$ cat config.mk
export PLATFORM = sky130hd
export DESIGN_NAME = string_to_unsigned_parser_core
export DESIGN_NICKNAME = d
export VERILOG_FILES = /design/src/rtl/s2u_pkg.sv /design/src/rtl/string_to_unsigned_parser_core.sv /design/src/rtl/s2u_step.sv /design/src/rtl/s2u_out_reg.sv
export SDC_FILE = /design/constraint.sdc
export NUM_CORES = 1
export LEC_CHECK = 0
export BUFFER_PORTS_ARGS = -buffer_cell sky130_fd_sc_hd__buf_2
export CAP_MARGIN = 10
export CORE_MARGIN = 5
export CORE_UTILIZATION = 45
export CTS_CLUSTER_SIZE = 16
export DETAILED_ROUTE_END_ITERATION = 6
export RECOVER_POWER = 25
export SYNTH_ARGS = -nofsm -noshare
export SYNTH_HDL_FRONTEND = slang
export SYNTH_SLANG_ARGS = --single-unit
$ cat constraint.sdc
create_clock -name i_clk -period 10.55 [get_ports i_clk]
set_input_delay 1.055 -clock i_clk [delete_from_list [all_inputs] [get_ports i_clk]]
set_output_delay 1.055 -clock i_clk [all_outputs]
set_load 0.01 [all_outputs]
$ cat src/rtl/s2u_pkg.sv
// Types, constants and digit decode for the string to unsigned parser.
package s2u_pkg;

    // Longest string whose length is still counted exactly.
    localparam longint unsigned MAX_CHARS = 64'd65535;
    localparam logic [15:0] COUNT_CAP =
        16'((MAX_CHARS < 64'd65535) ? MAX_CHARS : 64'd65535);

    // Character codes.
    localparam logic [7:0] CH_ZERO   = 8'h30;
    localparam logic [7:0] CH_NINE   = 8'h39;
    localparam logic [7:0] CH_X_LO   = 8'h78;
    localparam logic [7:0] CH_X_UP   = 8'h58;
    localparam logic [7:0] CH_A_LO   = 8'h61;
    localparam logic [7:0] CH_F_LO   = 8'h66;
    localparam logic [7:0] CH_A_UP   = 8'h41;
    localparam logic [7:0] CH_F_UP   = 8'h46;

    // Radix values.
    localparam logic [4:0] BASE_DEC  = 5'd10;
    localparam logic [4:0] BASE_HEX  = 5'd16;
    localparam logic [4:0] BASE_OCT  = 5'd8;

    typedef struct packed {
        logic [7:0] char_code;
        logic       end_of_string;
    } t_in_item;

    typedef struct packed {
        logic [63:0] parsed_value;
        logic [15:0] consumed_count;
        logic [4:0]  base_used;
    } t_out_item;

    typedef struct packed {
        logic       is_hex;
        logic [3:0] value;
    } t_digit;

    // Decode one character as a hex digit.
    function automatic t_digit digit_decode(input logic [7:0] c);
        t_digit d;
        d.is_hex = 1'b1;
        d.value  = 4'd0;
        if (c >= CH_ZERO && c <= CH_NINE) begin
            d.value = 4'(c - CH_ZERO);
        end else if (c >= CH_A_LO && c <= CH_F_LO) begin
            d.value = 4'(c - CH_A_LO + 8'd10);
        end else if (c >= CH_A_UP && c <= CH_F_UP) begin
            d.value = 4'(c - CH_A_UP + 8'd10);
        end else begin
            d.is_hex = 1'b0;
        end
        return d;
    endfunction

    // Count up, holding at the cap.
    function automatic logic [15:0] sat_inc(input logic [15:0] v);
        return (v >= COUNT_CAP) ? COUNT_CAP : v + 16'd1;
    endfunction

endpackage

$ cat src/rtl/string_to_unsigned_parser_core.sv
// Top level of the string to unsigned parser: input register, parse step, result register.
//
//  channel | direction | handshake                     | payload
//  --------+-----------+-------------------------------+---------------------------
//  in      | input     | i_in_valid / o_in_stall       | i_in_item  (t_in_item)
//  out     | output    | o_out_valid / i_out_stall     | o_out_item (t_out_item)
//  cfg     | input     | i_cfg_wr_en                   | i_cfg_wr_data (number_base)
//
//  One character per cycle while the input is not stalled; the 64x5 multiply-add of the step unit sets the cycle.
//  A character passes the input register, then the step and the result register.
//  Reset is synchronous and clears the radix register, parse state and valids.
//  Output stall holds only characters that end a string while a result waits.
module string_to_unsigned_parser_core (
    input  logic                i_clk,
    input  logic                i_rst_n,
    input  logic                i_in_valid,
    output logic                o_in_stall,
    input  s2u_pkg::t_in_item   i_in_item,
    output logic                o_out_valid,
    input  logic                i_out_stall,
    output s2u_pkg::t_out_item  o_out_item,
    input  logic                i_cfg_wr_en,
    input  logic [4:0]          i_cfg_wr_data
);
    import s2u_pkg::*;

    logic      r_in_valid;
    t_in_item  r_in_item;
    logic [4:0] r_number_base;
    logic      w_fire;
    logic      w_free;
    logic      w_res_valid;
    t_out_item w_res_item;

    // Radix register.
    always_ff @(posedge i_clk) begin
        if (!i_rst_n) begin
            r_number_base <= 5'd0;
        end else if (i_cfg_wr_en) begin
            r_number_base <= i_cfg_wr_data;
        end
    end

    // Process the held item unless it ends a string and the result slot is full.
    assign w_fire     = r_in_valid && (!r_in_item.end_of_string || w_free);
    assign o_in_stall = r_in_valid && !w_fire;

    // Input register.
    always_ff @(posedge i_clk) begin
        if (!i_rst_n) begin
            r_in_valid <= 1'b0;
        end else if (!o_in_stall) begin
            r_in_valid <= i_in_valid;
        end
    end

    always_ff @(posedge i_clk) begin
        if (!o_in_stall && i_in_valid) begin
            r_in_item <= i_in_item;
        end
    end

    s2u_step u_step (
        .i_clk         (i_clk),
        .i_rst_n       (i_rst_n),
        .i_fire        (w_fire),
        .i_item        (r_in_item),
        .i_number_base (r_number_base),
        .o_res_valid   (w_res_valid),
        .o_res_item    (w_res_item)
    );

    s2u_out_reg u_out (
        .i_clk       (i_clk),
        .i_rst_n     (i_rst_n),
        .i_res_valid (w_res_valid),
        .i_res_item  (w_res_item),
        .o_free      (w_free),
        .o_out_valid (o_out_valid),
        .i_out_stall (i_out_stall),
        .o_out_item  (o_out_item)
    );

endmodule

$ cat src/rtl/s2u_step.sv
// Per-character parse step: prefix tracking, radix pick and digit accumulation.
module s2u_step (
    input  logic                i_clk,
    input  logic                i_rst_n,
    input  logic                i_fire,
    input  s2u_pkg::t_in_item   i_item,
    input  logic [4:0]          i_number_base,
    output logic                o_res_valid,
    output s2u_pkg::t_out_item  o_res_item
);
    import s2u_pkg::*;

    localparam logic [2:0] PH_START  = 3'd0;
    localparam logic [2:0] PH_ZERO   = 3'd1;
    localparam logic [2:0] PH_ZEROX  = 3'd2;
    localparam logic [2:0] PH_DIGITS = 3'd3;
    localparam logic [2:0] PH_DONE   = 3'd4;

    logic [63:0] r_acc, n_acc;
    logic [15:0] r_cnt, n_cnt;
    logic [2:0]  r_phase, n_phase;
    logic [4:0]  r_base, n_base;

    t_digit      w_dig;
    logic        w_is_x;
    logic        tk_en;
    logic [4:0]  tk_base;
    logic [63:0] tk_acc;
    logic [15:0] tk_cnt;
    logic        tk_stop;
    logic [63:0] w_prod;
    logic [63:0] w_acc;
    logic [15:0] w_cnt;
    logic [2:0]  w_phase;
    logic [4:0]  w_base;

    // Pick the configured radix unless it is zero.
    function automatic logic [4:0] pick_base(input logic [4:0] nb, input logic [4:0] auto_b);
        return (nb != 5'd0) ? nb : auto_b;
    endfunction

    assign w_dig  = digit_decode(i_item.char_code);
    assign w_is_x = (i_item.char_code == CH_X_LO) || (i_item.char_code == CH_X_UP);

    // Route the phase to the one digit unit.
    always_comb begin
        tk_en   = 1'b0;
        tk_base = r_base;
        tk_acc  = r_acc;
        tk_cnt  = r_cnt;
        w_phase = r_phase;
        w_base  = r_base;
        w_acc   = r_acc;
        w_cnt   = r_cnt;
        unique case (r_phase)
            PH_START: begin
                w_acc = 64'd0;
                w_cnt = 16'd0;
                if (i_item.char_code == CH_ZERO) begin
                    w_phase = PH_ZERO;
                end else begin
                    tk_en   = 1'b1;
                    tk_base = pick_base(i_number_base, BASE_DEC);
                    tk_acc  = 64'd0;
                    tk_cnt  = 16'd0;
                end
            end
            PH_ZERO: begin
                if (w_is_x) begin
                    w_phase = PH_ZEROX;
                end else begin
                    tk_en   = 1'b1;
                    tk_base = pick_base(i_number_base, BASE_OCT);
                    tk_acc  = 64'd0;
                    tk_cnt  = sat_inc(16'd0);
                end
            end
            PH_ZEROX: begin
                if (w_dig.is_hex) begin
                    tk_en   = 1'b1;
                    tk_base = pick_base(i_number_base, BASE_HEX);
                    tk_acc  = 64'd0;
                    tk_cnt  = sat_inc(sat_inc(16'd0));
                end else begin
                    w_base  = pick_base(i_number_base, BASE_OCT);
                    w_acc   = 64'd0;
                    w_cnt   = sat_inc(16'd0);
                    w_phase = PH_DONE;
                end
            end
            PH_DIGITS: begin
                tk_en = 1'b1;
            end
            default: begin
                w_phase = PH_DONE;
            end
        endcase

        // Take one digit or stop.
        tk_stop = !w_dig.is_hex || ({1'b0, w_dig.value} >= tk_base);
        w_prod  = tk_acc * 64'(tk_base);
        if (tk_en) begin
            w_base = tk_base;
            w_acc  = tk_acc;
            w_cnt  = tk_cnt;
            if (tk_stop) begin
                w_phase = PH_DONE;
            end else begin
                w_acc   = w_prod + 64'(w_dig.value);
                w_cnt   = sat_inc(tk_cnt);
                w_phase = PH_DIGITS;
            end
        end
    end

    // Close the string on its last character.
    always_comb begin
        o_res_valid = i_fire && i_item.end_of_string;
        o_res_item.parsed_value   = w_acc;
        o_res_item.consumed_count = w_cnt;
        o_res_item.base_used      = w_base;
        if (w_phase == PH_ZERO || w_phase == PH_ZEROX) begin
            o_res_item.parsed_value   = 64'd0;
            o_res_item.consumed_count = sat_inc(16'd0);
            o_res_item.base_used      = pick_base(i_number_base, BASE_OCT);
        end

        n_acc   = r_acc;
        n_cnt   = r_cnt;
        n_phase = r_phase;
        n_base  = r_base;
        if (i_fire) begin
            if (i_item.end_of_string) begin
                n_acc   = 64'd0;
                n_cnt   = 16'd0;
                n_phase = PH_START;
                n_base  = 5'd0;
            end else begin
                n_acc   = w_acc;
                n_cnt   = w_cnt;
                n_phase = w_phase;
                n_base  = w_base;
            end
        end
    end

    // Hold the parse state.
    always_ff @(posedge i_clk) begin
        if (!i_rst_n) begin
            r_acc   <= 64'd0;
            r_cnt   <= 16'd0;
            r_phase <= PH_START;
            r_base  <= 5'd0;
        end else begin
            r_acc   <= n_acc;
            r_cnt   <= n_cnt;
            r_phase <= n_phase;
            r_base  <= n_base;
        end
    end

endmodule

$ cat src/rtl/s2u_out_reg.sv
// Result register with valid and stall toward the consumer.
module s2u_out_reg (
    input  logic                i_clk,
    input  logic                i_rst_n,
    input  logic                i_res_valid,
    input  s2u_pkg::t_out_item  i_res_item,
    output logic                o_free,
    output logic                o_out_valid,
    input  logic                i_out_stall,
    output s2u_pkg::t_out_item  o_out_item
);
    import s2u_pkg::*;

    logic      r_valid;
    t_out_item r_item;

    // The slot can take a new result when empty or being drained.
    assign o_free = !r_valid || !i_out_stall;

    // Load a result or drop the one taken.
    always_ff @(posedge i_clk) begin
        if (!i_rst_n) begin
            r_valid <= 1'b0;
        end else if (o_free) begin
            r_valid <= i_res_valid;
        end
    end

    always_ff @(posedge i_clk) begin
        if (o_free && i_res_valid) begin
            r_item <= i_res_item;
        end
    end

    assign o_out_valid = r_valid;
    assign o_out_item  = r_item;

endmodule

# After elaboration in Yosys (flattened, before gate mapping)
# Index checks and enable logic that the tools add are counted.
dict set report totals {
  register_bits 189
  word_cells 105
}
dict set report classes {
  addsub 7
  n_mul 1
  order_cmp 8
  n_eq_ne 8
  muxes 48
  reduce_logical 21
}
# operator n
set ops {}
lappend ops {{two-way mux 64 bit} 7}
lappend ops {{one-hot mux 64 bit (3 select lines)} 1}
lappend ops {{two-way mux 16 bit} 8}
lappend ops {{one-hot mux 64 bit (2 select lines)} 1}
lappend ops {{adder 64 x 4 -> 64 bit} 1}
lappend ops {{multiplier 64 x 5 -> 64 bit} 1}
lappend ops {{two-way mux 5 bit} 11}
lappend ops {{one-hot mux 16 bit (3 select lines)} 1}
lappend ops {{one-hot mux 16 bit (2 select lines)} 1}
lappend ops {{two-way mux 3 bit} 6}
lappend ops {{adder 16 x 1 -> 16 bit (second input constant)} 1}
lappend ops {{== test 8 x 7 -> 1 bit (second input constant)} 2}
lappend ops {{greater-or-equal comparator 16 bit (second input constant)} 1}
lappend ops {{greater-or-equal comparator 8 x 7 -> 1 bit (second input constant)} 2}
lappend ops {{<= comparator 8 x 7 -> 1 bit (second input constant)} 2}
lappend ops {{one-hot mux 5 bit (3 select lines)} 1}
lappend ops {{two-way mux 4 bit} 3}
lappend ops {{one-hot mux 3 bit (4 select lines)} 1}
lappend ops {{subtractor 4 x 1 -> 4 bit (second input constant)} 3}
lappend ops {{== test 3 x 2 -> 1 bit (second input constant)} 3}
lappend ops {{adder 4 bit (second input constant)} 2}
lappend ops {{== test 8 x 6 -> 1 bit (second input constant)} 1}
lappend ops {{greater-or-equal comparator 8 x 6 -> 1 bit (second input constant)} 1}
lappend ops {{<= comparator 8 x 6 -> 1 bit (second input constant)} 1}
lappend ops {{9 further kinds} 31}

# Logic depth before layout (Yosys ltp)
# Gate-level depths: netlist of the first run.
dict set report logic_depth {
  ltp_word 14
  depth_mapped 30
}

# By module
# Synthesis of the first run repeated with hierarchy kept, for this count alone.
dict set report hier_totals {
  hier_cells 2268
  area_unflattened_um2 19817.8
}
# mod instances cells_per_inst area_each_um2 seq_area_each_um2
set by_module_without_submodules {}
lappend by_module_without_submodules {s2u_step 1 2147 16711.0 1761.7}
lappend by_module_without_submodules {s2u_out_reg 1 90 2593.7 2572.5}
lappend by_module_without_submodules {string_to_unsigned_parser_core 1 31 513.0 390.4}

# Worst setup path before layout of the first run
# OpenSTA, ideal clock, no wires.
dict set report synth_timing {
  kind {register -> register}
  start {reg r_in_item[1] (netlist bit)}
  end {reg u_out.r_item (netlist bit u_out.o_out_item[69]) (data pin)}
  arrival_time_ns 6.869
  t_required_ns 10.287
  slack_ns 3.419
  stages_incl_launch_ff 28
  synth_period_minus_slack_ns 7.131
  cell_sequence {edfxtp_1 inv_1 ha_1 nand2b_1 buf_2 o41ai_1 a32o_1 buf_2 clkbuf_1 clkbuf_1 clkbuf_1 nand3_1 fa_1 fa_1 fa_1 inv_1 ha_1 nor2b_1 o2111ai_1 a21oi_1 o21a_1 a31o_2 a41o_1 a2111oi_0 o211ai_1 a31oi_1 xor2_1 o21ai_0}
}
dict set report synth_between {
  elab_chain_len 13
}
# item line_no
set synth_lines {}
lappend synth_lines {{start: declaration} string_to_unsigned_parser_core.sv:28} ;# t_in_item r_in_item;
lappend synth_lines {{start signal: assignment} string_to_unsigned_parser_core.sv:59} ;# r_in_item <= i_in_item;
lappend synth_lines {{parallel branches: the longest is 13 deep, another holds multiplier 64 x 5 -> 64 bit} -}
lappend synth_lines {{end signal: assignment} s2u_out_reg.sv:31} ;# r_item <= i_res_item;
lappend synth_lines {{end: declaration} s2u_out_reg.sv:15} ;# t_out_item r_item;
# Parallel ways; which one is timed is not known.
# A chain may end at the register's enable or synchronous reset.

# Worst setup path after layout of the first run
# Same ends and word-level chain as after synthesis.

==> results of run 1 <==
[sequential cells by signal, summed over array words and instances (netlist names)]
signal and cells:
u_step.r_cnt 16, u_step.r_phase 3, r_in_valid 1, u_out.o_out_valid 1
r_number_base 5, r_in_item 9, u_step.r_base 5, u_step.r_acc 64
u_out.o_out_item 85
[synth_stat cells, types with 41 or more instances]
cell type	number	area [µm²]
nor2_1	295	1110
fa_1	182	3640
o21ai_0	100	500
a21oi_1	115	576
a21o_1	44	330
inv_1	301	1130
a22oi_1	42	315
and3_1	135	845
clkbuf_1	104	390
a22o_1	42	368
dfxtp_1	95	1900
edfxtp_1	94	2820
nand2_1	225	845
ha_1	134	1680
xnor2_1	41	359
[worst paths after layout]
kind | start | end | depth (start not counted)
worst max-delay path | r_in_item[1] | u_out.o_out_item[69] | 24
worst min-delay path | u_step.r_cnt[11] | u_step.r_cnt[11] | 2
worst max register to register | r_in_item[1] | u_out.o_out_item[69] | 24
worst min register to register | u_step.r_cnt[11] | u_step.r_cnt[11] | 2
[power by group through the flow]
stage	sequential (mW)	clock, mW	combinational [mW]
2_1_floorplan	0.803	0	0.120
3_3_place_gp	0.804	0	0.184
3_5_place_dp	0.804	0	0.186
4_1_cts	0.787	0.637	0.187
5_1_grt	0.789	0.665	0.202
6_report	0.788	0.623	0.187
[worst reg2reg max path, cell delays in order, from the launching register on]
cell,delay (ns)
edfxtp_1,0.46
inv_1,0.12
ha_1,0.18
nand2b_1,0.22
o41ai_1,0.60
a32o_4,0.42
buf_4,0.77
nand2_1,0.23
or2_2,0.34
fa_1,0.49
fa_1,0.53
fa_1,0.55
inv_1,0.04
ha_1,0.34
nor2b_1,0.17
o2111ai_1,0.28
a21oi_1,0.14
o21a_1,0.26
a31o_2,0.30
a41o_1,0.33
a2111oi_0,0.71
o211ai_1,0.21
a31oi_1,0.24
xor2_1,0.18
o21ai_0,0.09
[metal layers]
layer	track usage, %	up-vias	wire length, µm
li1	-	7636	-
met1	32.0	8109	24200
met2	39.3	508	26400
met3	3.01	67	2900
met4	6.66	0	1150
met5	0	-	0
[cell type report]
class | instances | area [µm²]
fillers | 4145 | 21500
flip-flops and latches | 189 | 4730
clock inverters | 11 | 88.8
inverters | 301 | 1130
well taps | 539 | 674
clock buffers | 21 | 440
repair buffers | 124 | 628
multi-input cells | 1655 | 12800
[placed cells by master, fill, tap and decap left out, types with 17 or more instances in the layout]
cell,n
dfxtp_1,94
nand2_1,225
a21o_1,44
o21ai_0,100
clkbuf_1,36
edfxtp_1,94
nor2b_1,21
xnor2_1,41
nor3_1,18
ha_1,134
buf_2,73
inv_1,300
buf_4,19
clkbuf_16,17
a22o_1,42
a21oi_1,115
xor2_1,23
nor2_1,291
fa_1,182
a22oi_1,42
and3_1,135
nand3_1,28
[per-stage QoR]
step | util [%] | std cells
finish | 48.8 | 2840
global route | 48.8 | 2840
CTS | 48.9 | 2840
detailed placement | 47.7 | 2808
global placement | 47.7 | 2808
floorplan | - | 2268
[logic make-up (layout without fill, tap and decap cells)]
logic type,after synthesis,after routing,synth area share (%)
simple gates,789,789,18.9
compound gates,473,473,16.4
buf+inv,424,457,8.44
fa+ha+maj,316,316,27.8
flops,189,189,24.7
xor+xnor,65,65,3.05
mux,12,12,0.667
==> impl_metrics.toml, run 1 <==
[synthesis]
ys_dominant_reg_cell = "dfxtp_1"
synth_edf_count = 94
synthesis.area_um2 = 19100
ys_seq_area_share_pct = 24.7
synth-seq-cells = 189
synth_nets = 2603
ys_types = 79
synth_cells = 2268
synth.avg_cell_area_um2 = 8.44
yosysWarnings = 0
async_flop_share_pct = 0

[placement]
placed_cell_area_um2 = 20000
dp_slack_ns = 2.20
place_congestion = 0.935
io_buffer_count = 105
hpwl_mm = 40.4

[min_path]
hp-class = "reg2reg"

[cells_and_area]
n_antenna_cell = 0
nets = 2623
drive_above_1_share_pct = 6.87
final_area_um2 = 20500
syn_to_final_growth_pct = 7.29

[status]
violations = "capacitance limit, slew limit"
outcome = "finished with violations"

[clock_tree]
ctsHoldBuffers = 0
cts_setup_buffers = 0
clockBufferDepth = 2
htreeDepth = 4
clk_pin_slew_ns = 0.07
clk_latency_ns = 0.47
post_cts_resized = 0
cts_buffers = 17
clockRootBuffer = "clkbuf_16"
cts_tree = "yes"
cts_sinks = 189

[worst_setup_path]
crit_type = "reg2reg"
crit_chain = "inv_1, ha_1, nand2b_1, o41ai_1, a32o_4, buf_4, nand2_1, or2_2, fa_1, fa_1, fa_1, inv_1, ha_1, nor2b_1, o2111ai_1, a21oi_1, o21a_1, a31o_2, a41o_1, a2111oi_0, o211ai_1, a31oi_1, xor2_1, o21ai_0"
required_ns = 10.76
critPathBufInv = 3
cp.arrival_ns = 8.64
critPathMaxStageDelay_ns = 0.76
crit_fanout = 113
start_kind = "register"
regToRegSetupSlack_ns = 2.12
critical_path.top_delay_family = "compound AO/OA/AOI/OAI gates"
critPathSlowestCell = "buf_4"
crit_path_end_kind = "register"
cpMostUsedCell = "fa_1"

[route]
drcViolationCount = 0
route.vias.total = 16320
drtIter0Drc = 1283
routed_wl_mm = 54.7
drt_first_pass_iters = 5
ant_nets = 0
wl_per_cell_um = 19.2
viasPerCell = 5.75

[die]
start_util_pct = 45.5
row_count = 75
core_um2 = 42000
die_h_um = 216
design.die.area_um2 = 46800
die_w_um = 216
pin_count = 106

[timing]
slew_headroom_pct = -20.2
final.setup_skew_ns = 0.0165
max_freq_mhz = 119
period_share_pct = 79.9
setup_viol = 0
timing.final.ws_setup_ns = 2.12
final_max_slew_viol_count = 40
tightest_slew_ns = 1.79
finalCriticalPeriod_ns = 8.43
hold_slack_ns = 0.479
fin_setup_tns_ns = 0
finalHoldViolations = 0
rsz0062_at_grt = "no"

[power]
switchingPower_uw = 476
swShare_pct = 29.8
p_int_mw = 1.12
combinationalPowerShare_pct = 11.7
pwr-share-clk_pct = 39.0
power_mw = 1.60
p_leak_nw = 9.92
power.share.sequential_pct = 49.3
power_density_nw_per_um2 = 77.8
ir_drop_uv = 82.1

[global_routing]
grt_pass1_vias = 16384
antenna_found_initial = 1
track_usage_pct = 23.4
grt_pass1_wl_mm = 88.7
grt_remaining_overflow = 0
grt_max_degree = 114

[flow_run]
max-cap-violations = 1
Power figures use the tool's default switching activity.
==> run 2, diff against run 1 <==
Clock period 10.55 ns to 7.1 ns, I/O delays scaled along.
==> impl_metrics.toml, run 2 (synthesized netlist as in run 1, its figures left out) <==
[status]
outcome = "complete, no violations"

[route]
drtIter0Drc = 1371
route.vias.total = 16263
drt_first_pass_iters = 5
drcViolationCount = 0
wl_per_cell_um = 19.1
ant_nets = 0
viasPerCell = 5.64
routed_wl_mm = 55.1

[worst_setup_path]
required_ns = 7.32
crit_type = "reg2reg"
worstRegToRegCells = 28
crit_path_end_kind = "register"
crit_cells = 28
start_kind = "register"
critical_path.top_delay_family = "compound AO/OA/AOI/OAI gates"
crit_fanout = 14
critPathMaxStageDelay_ns = 0.56
critPathSlowestCell = "fa_1"
cp.arrival_ns = 7.14
critPathBufInv = 7

[cells_and_area]
nets = 2666
fin_cells = 2883
drive_above_1_share_pct = 8.32
largest_reg_flops = 85
layout_common_cells = "inv_1, nor2_1, nand2_1"
syn_to_final_growth_pct = 10.8
final_common_cell = "inv_1"
n_antenna_cell = 0

[power]
ir_drop_uv = 168
p_leak_nw = 10.1
switchingPower_uw = 754
p_int_mw = 1.75
combinationalPowerShare_pct = 13.6
power_density_nw_per_um2 = 118
swShare_pct = 30.1
pwr-share-clk_pct = 39.8
power.share.sequential_pct = 46.6

[clock_tree]
clockRootBuffer = "clkbuf_16"
clk_latency_ns = 0.50
ctsHoldBuffers = 0
clk_pin_slew_ns = 0.08
clockBufferDepth = 2
htreeDepth = 4
cts_sinks = 189
cts_tree = "yes"
cts_buffers = 17

[timing]
fin_setup_tns_ns = 0
tightest_slew_ns = 1.43
max_freq_mhz = 144
period_share_pct = 97.5
setup_viol = 0
finalHoldViolations = 0
final_max_slew_viol_count = 0
final.setup_skew_ns = 0.0195
finalCriticalPeriod_ns = 6.92
slew_headroom_pct = 4.10

[placement]
hpwl_mm = 40.5
io_buffer_count = 105
place_congestion = 0.959
post-place-cells = 2836

[global_routing]
grt_pass1_wl_mm = 88.8
grt_pass1_vias = 16211
grt_remaining_overflow = 0
track_usage_pct = 23.5
grt_max_degree = 66
antenna_found_initial = 0

[die]
die_w_um = 216
start_util_pct = 45.5
pin_count = 106
design.die.area_um2 = 46800
row_count = 75
die_h_um = 216
core_um2 = 42000

[min_path]
hp-class = "in2reg"
worstHoldPathCells = 1

[flow_run]
max-cap-violations = 0
run 2: cell types whose count changed in the layout (fill, tap and decap cells not counted), sizes merged:
cell / before / now
clkbuf: 53 / 89
buf: 92 / 95
clkinv: 7 / 6
inv: 303 / 306
bufbuf: 0 / 1
bufinv: 0 / 1
run 2: area by class of cell:
| cell class | instances | area, µm² |
|---|---|---|
| clock inverters | 14 | 155 |
| well taps | 539 | 674 |
| inverters | 301 | 1130 |
| flip-flops and latches | 189 | 4730 |
| multi-input cells | 1655 | 13000 |
| fillers | 4077 | 20800 |
| clock buffers | 18 | 429 |
| repair buffers | 167 | 1090 |
run 2: repair_timing:
action / 4_1_cts / 5_1_grt
gates resized for setup: 3 / 39
gates cloned: 1 / 2
pin swaps: 1 / 5
setup endpoints to repair: 7 / 48
setup buffers: 1 / 11
run 2: path summary, 6_finish.rpt:
| path | slack [ns] | endpoint | from |
|---|---|---|---|
| setup / recovery | 0.18 | u_out.o_out_item[69] | r_in_item[1] |
| hold / removal | 0.40 | r_in_item[3] | i_in_item[3] |
| setup reg to reg | 0.18 | u_out.o_out_item[69] | r_in_item[1] |
| hold reg to reg | 0.49 | u_step.r_cnt[11] | u_step.r_cnt[11] |
run 2: worst reg2reg max path: cells and delay by family (launching register included):
kind	cells	cell delay, ns
AOI/OAI and AO/OA	13	2.92
adders and majority gates	5	2.12
buffers and inverters	7	0.83
and+or+nand+nor	2	0.14
xor gates and xnor gates	1	0.20
DFF	1	0.44
run 2: power groups by stage:
stage	clock network [mW]	registers (mW)	logic, mW
2_1_floorplan	0	1.19	0.179
3_3_place_gp	0	1.19	0.297
3_5_place_dp	0	1.19	0.298
4_1_cts	1.02	1.17	0.308
5_1_grt	1.06	1.17	0.364
6_report	0.998	1.17	0.340
run 2: stage by stage:
step / utilization [%] / worst slack (ns) / area [µm²] / power [mW] / hold WS (ns)
2_1_floorplan: - / 0.0548 / 19100 / 1.37 / 0.441
3_3_place_gp: 48.3 / -0.0208 / 20300 / 1.49 / 0.460
3_5_place_dp: 48.3 / -0.163 / 20300 / 1.49 / 0.476
4_1_cts: 49.9 / 0.00198 / 21000 / 2.50 / 0.358
5_1_grt: 50.5 / -0.0111 / 21200 / 2.60 / 0.364
6_report: 50.5 / 0.177 / 21200 / 2.51 / 0.397
run 2: per-layer routing:
layer	GRT usage, %	vias up	wire (µm)	share of wire, %
met5	0	-	0	0
met4	6.28	0	1140	2.1
met3	3.98	60	2890	5.2
met2	38.8	455	26100	47
met1	32.2	8008	25000	45
li1	-	7740	-	-
